`config.mk`:
```
export PLATFORM = sky130hd
export DESIGN_NAME = cfr_slot_cmp
export DESIGN_NICKNAME = d
export VERILOG_FILES = /design/src/hw/rtl/cfr_pkg.sv /design/src/hw/rtl/cfr_slot_cmp.sv
export SDC_FILE = /design/constraint.sdc
export NUM_CORES = 1
export LEC_CHECK = 0
export BUFFER_PORTS_ARGS = -buffer_cell sky130_fd_sc_hd__buf_2
export CORE_AREA = 8 8 45 47
export DETAILED_ROUTE_END_ITERATION = 7
export DIE_AREA = 0 0 53 55
export PLACE_DENSITY = 0.36
export SLEW_MARGIN = 40
export SYNTH_ARGS = -nofsm -noshare
export SYNTH_HDL_FRONTEND = slang
export SYNTH_SLANG_ARGS = --single-unit
export TNS_END_PERCENT = 50
```
`constraint.sdc`:
```
create_clock -name vclk -period 1.53
set_clock_uncertainty 0.1 [all_clocks]
set_input_delay 0.0765 -clock vclk [all_inputs]
set_output_delay 0.0765 -clock vclk [all_outputs]
set_load 0.02 [all_outputs]
```
`src/hw/rtl/cfr_pkg.sv`:
```
// ----------------------------------------------------------------------------
// cfr_pkg
// Shared types and constants of the CAN fragment reassembler.
// ----------------------------------------------------------------------------
package cfr_pkg;

   localparam int SLOTS_DEFAULT     = 4;
   localparam int MSG_BYTES_DEFAULT = 256;
   localparam logic [7:0] TIMEOUT_RESET = 8'd5;
   localparam logic [8:0] SINGLE_INDEX  = 9'h1FF;

   typedef enum logic [1:0] {
      FRAG_SINGLE = 2'd0,
      FRAG_FIRST  = 2'd1,
      FRAG_MIDDLE = 2'd2,
      FRAG_LAST   = 2'd3
   } frag_kind_type;

   typedef enum logic [2:0] {
      ST_IDLE,
      ST_SEARCH,
      ST_DECIDE,
      ST_WRITE,
      ST_EMIT_RD,
      ST_EMIT_OUT,
      ST_SINGLE
   } state_type;

   // compare request to the shared slot compare unit
   typedef struct packed {
      logic       busy;
      logic [3:0] serial;
      logic [6:0] source;
   } cmp_req_type;

endpackage

```
`src/hw/rtl/cfr_slot_cmp.sv`:
```
// ----------------------------------------------------------------------------
// cfr_slot_cmp
// Shared compare unit: tests one slot's tag against the request per cycle.
// ----------------------------------------------------------------------------
module cfr_slot_cmp (
   input  cfr_pkg::cmp_req_type slot,
   input  logic [3:0]           serial,
   input  logic [6:0]           source,
   output logic                 hit,
   output logic                 free
);

   assign hit  = slot.busy && (slot.serial == serial) && (slot.source == source);
   assign free = !slot.busy;

endmodule
```
---- After elaboration in Yosys (flattened, before gate mapping) ----
Cells that the tools add are included.
word-level totals
  flip-flop bits (word level) ............. 0
  input port bits ......................... 23
  output and inout bits ................... 2
  word-level logic and storage cells ...... 5
cells by class
  equality and inequality tests ........... 2
  reductions and logical operators ........ 3
operators with widths
  kind                 count
  $eq A7 B7 Y1         1
  $eq A4 B4 Y1         1
  $logic_and A1 B1 Y1  2
  $logic_not A1 Y1     1

---- Logic depth before layout (Yosys ltp) ----
  depth in word-level cells ............... 3
  depth in mapped cells ................... 3
  depth with buffers taken out ............ 3

---- Worst setup path before layout ----
No wires, ideal clock.
  kind .................................... input to output
  start point ............................. in serial[3]
  end point ............................... out hit
  arrival time ............................ 677 ps
  data required time ...................... 1353 ps
  slack ................................... 676 ps
  stages on the path ...................... 3
  path buffers ............................ 0
  cell sequence ........................... xnor2_1 > nand4_1 > nor3_2
on the way
  word-level cells in the longest chain between the ends .. 3
ends and longest elaborated chain
  element                            line                text
  start: declaration                 cfr_slot_cmp.sv:7   input logic [3:0] serial,
  $eq A4 B4 Y1                       cfr_slot_cmp.sv:13  assign hit = slot.busy && (slot.serial == serial) && (slot.source == source);
  $logic_and A1 B1 Y1 (2 in series)  cfr_slot_cmp.sv:13
  end: declaration                   cfr_slot_cmp.sv:9   output logic hit,
No other way between the ends.

---- Worst setup path after layout ----
  start point ............................. in serial[2]
  end point ............................... out hit
The elaborated chain is that of the path after synthesis.

==> results.txt <==
The initial core utilization was 0.0931. The antenna cell count is 0. Detailed-route DRC error count: 0.

In this run the post-CTS setup repair buffer count came out at 0. The share of Yosys cell area claimed by the top area cell type is 0.748, and the number of endpoints failing setup at the final stage is 0. The synthesized netlist occupies a cell area of 129 um^2. The data required time of the worst path is 1.35 ns, and the transition time of the tightest slew-check pin is 0.131 ns.

The total area inside the core boundary comes to 1380 um^2. The cell leakage power came out at 0.130 nW. The total length of routed met2 wires was 155 um; the wire length on met1 was 278 um.

The sequential cell count of the final layout came out at 0. The count of yosys warnings during synthesis was 0. The number of input and output port buffers inserted works out to 25. The run gives 274 um^2 as the placed instance area. After synthesis, the most frequently instantiated cells are xnor2_1, nand4_1, inv_1, nor3_2. The worst hold path belongs to the class primary input to output pin.

For the via count of the first global-routing pass, the log shows 242. Post-CTS repair changed the size of 0 cells. The run finished with clean final reports. The final RePlAce weighted congestion is 0.612. The post-route clock period utilization is 0.647.

The final net count was 66; the shortest period the worst path allows was 0.990 ns. The count of hold-fix buffers inserted at cts was 0; the global-route wire length before repair was 952 um. The post-synthesis to final-layout area growth was 113%. The filler cell count came out at 150. The tools report the max-slew headroom at the worst pin as 0.912. The sequential element share of the synthesized area came out at 0. In the detailed route, the total length drawn on met3 is 137 um. Power spread over the standard cell area amounts to 244 nW/um^2.

The total count of max-transition violations in the final report is 0. The critical-path maximum fanout was 1. The mean routed wirelength per cell is 10.0 um.

After synthesis, the cell types taking the most area are xnor2_1, nand4_1, nor3_2, inv_1. The data arrival time of the worst path was 0.81 ns; the number of unique standard cell types used by synthesis was 4. In this run the remaining antenna-violating nets after routing total 0. The cell count after synthesis came out at 16. Once layout is done, the placed cells without fillers occupy 274 um^2.

The mean cell area of the mapped netlist works out to 8.05 um^2. STA classifies the critical path startpoint as a primary input. For this block, the initial DRC count from the detailed router was 0. The kind of critical path is primary input to output pin.

The die is 55 um tall. The largest net degree at the start of global routing was 3; the upper clock frequency limit was 1010 MHz. 25 I/O pins were placed.

After detailed routing, the total wire length is 572 um. The final sum of negative setup slack was 0 ns; the floorplan die area was 2920 um^2. From left edge to right edge, the die measures 53 um. Highest metal layer with signal wires: met3. The logs give 0.0403 for the all-layer global routing usage and 66.8 uV for the largest voltage drop on the vdd net. The end point of the critical path was hit. The number of iterations in the first detailed-routing pass came out at 1. The worst setup path is captured at an output pin. The number of cell rows was 14; the share of layout cells above drive strength 1 was 0.634. The run gives 0 as the hold violation count in the final report.

The initial antenna violation count was 0. After detailed routing, the number of vias per cell comes to 3.44. Tracing the worst setup path back leads to its startpoint at serial[2]. Setup repair after global routing left no endpoint under its margin. The sequential cells in the finished layout cover a total of 0 um^2. The dominant cell by count in the synthesized netlist was xnor2_1.

Across the run, the number of max-cap violations was 0. For this run the aggregate overflow at the end of global routing stands at 0. The layout has 0 clock buffers.

Routed via count: 196. The run gives 39 as the net count of the mapped netlist. The library cell occupying the most area in the post-synthesis netlist was xnor2_1.
==> per-layer routing <==
metal / vias up / track usage
met5: - / 0
li1: 104 / -
met2: 25 / 0.0508
met4: 0 / 0
met3: 0 / 0.0321
met1: 67 / 0.0543
==> placed cells by master, fill, tap and decap left out <==
| master | count |
|---|---|
| inv_1 | 1 |
| nand4_1 | 3 |
| xnor2_1 | 11 |
| nor3_2 | 1 |
| buf_2 | 25 |
==> worst min path at each step <==
stage,start,endpoint,slack [ns],cells after the start
final,slot[11],free,0.32,3
after global routing,slot[11],free,0.36,3
after CTS,slot[11],free,0.33,3
after detailed placement,slot[11],free,0.33,3
after global placement,slot[11],free,0.33,3
after floorplan,slot[11],free,0.13,1
==> logic make-up (layout without fill, tap and decap cells) <==
family / count (synthesis) / in the layout / share of synthesized area
XOR/XNOR: 11 / 11 / 0.748
buffers and inverters: 1 / 26 / 0.0291
AND/OR/NAND/NOR: 4 / 4 / 0.223
==> worst max-delay path, stage by stage <==
cell	delay, ns
buf_2	0.10
xnor2_1	0.15
nand4_1	0.12
nor3_2	0.18
buf_2	0.19
==> where the power goes <==
part | total (W) | switching [W] | leakage (nW) | internal (W)
sequential | 0 | 0 | 0 | 0
combinational | 0.0000668 | 0.0000247 | 0.130 | 0.0000421
clock | 0 | 0 | 0 | 0
==> per-stage QoR <==
| step | total power (W) | setup slack (ns) | hold WS, ns | utilization | std cells |
|---|---|---|---|---|---|
| after floorplan | 0.0000307 | 0.676 | 0.130 | - | 16 |
| after global placement | 0.0000682 | 0.534 | 0.332 | 0.198 | 57 |
| after detailed placement | 0.0000683 | 0.510 | 0.335 | 0.198 | 57 |
| after CTS | 0.0000684 | 0.510 | 0.335 | 0.198 | 57 |
| after global routing | 0.0000733 | 0.457 | 0.356 | 0.198 | 57 |
| final | 0.0000668 | 0.540 | 0.322 | 0.198 | 57 |
==> final cells by class <==
cell class	instances	area [um^2]	area share
multi-input cells	15	125	0.457
well taps	16	20.0	0.0731
inverters	1	3.75	0.0137
repair buffers	25	125	0.457
Note: power is estimated with default switching activity, not from simulation.
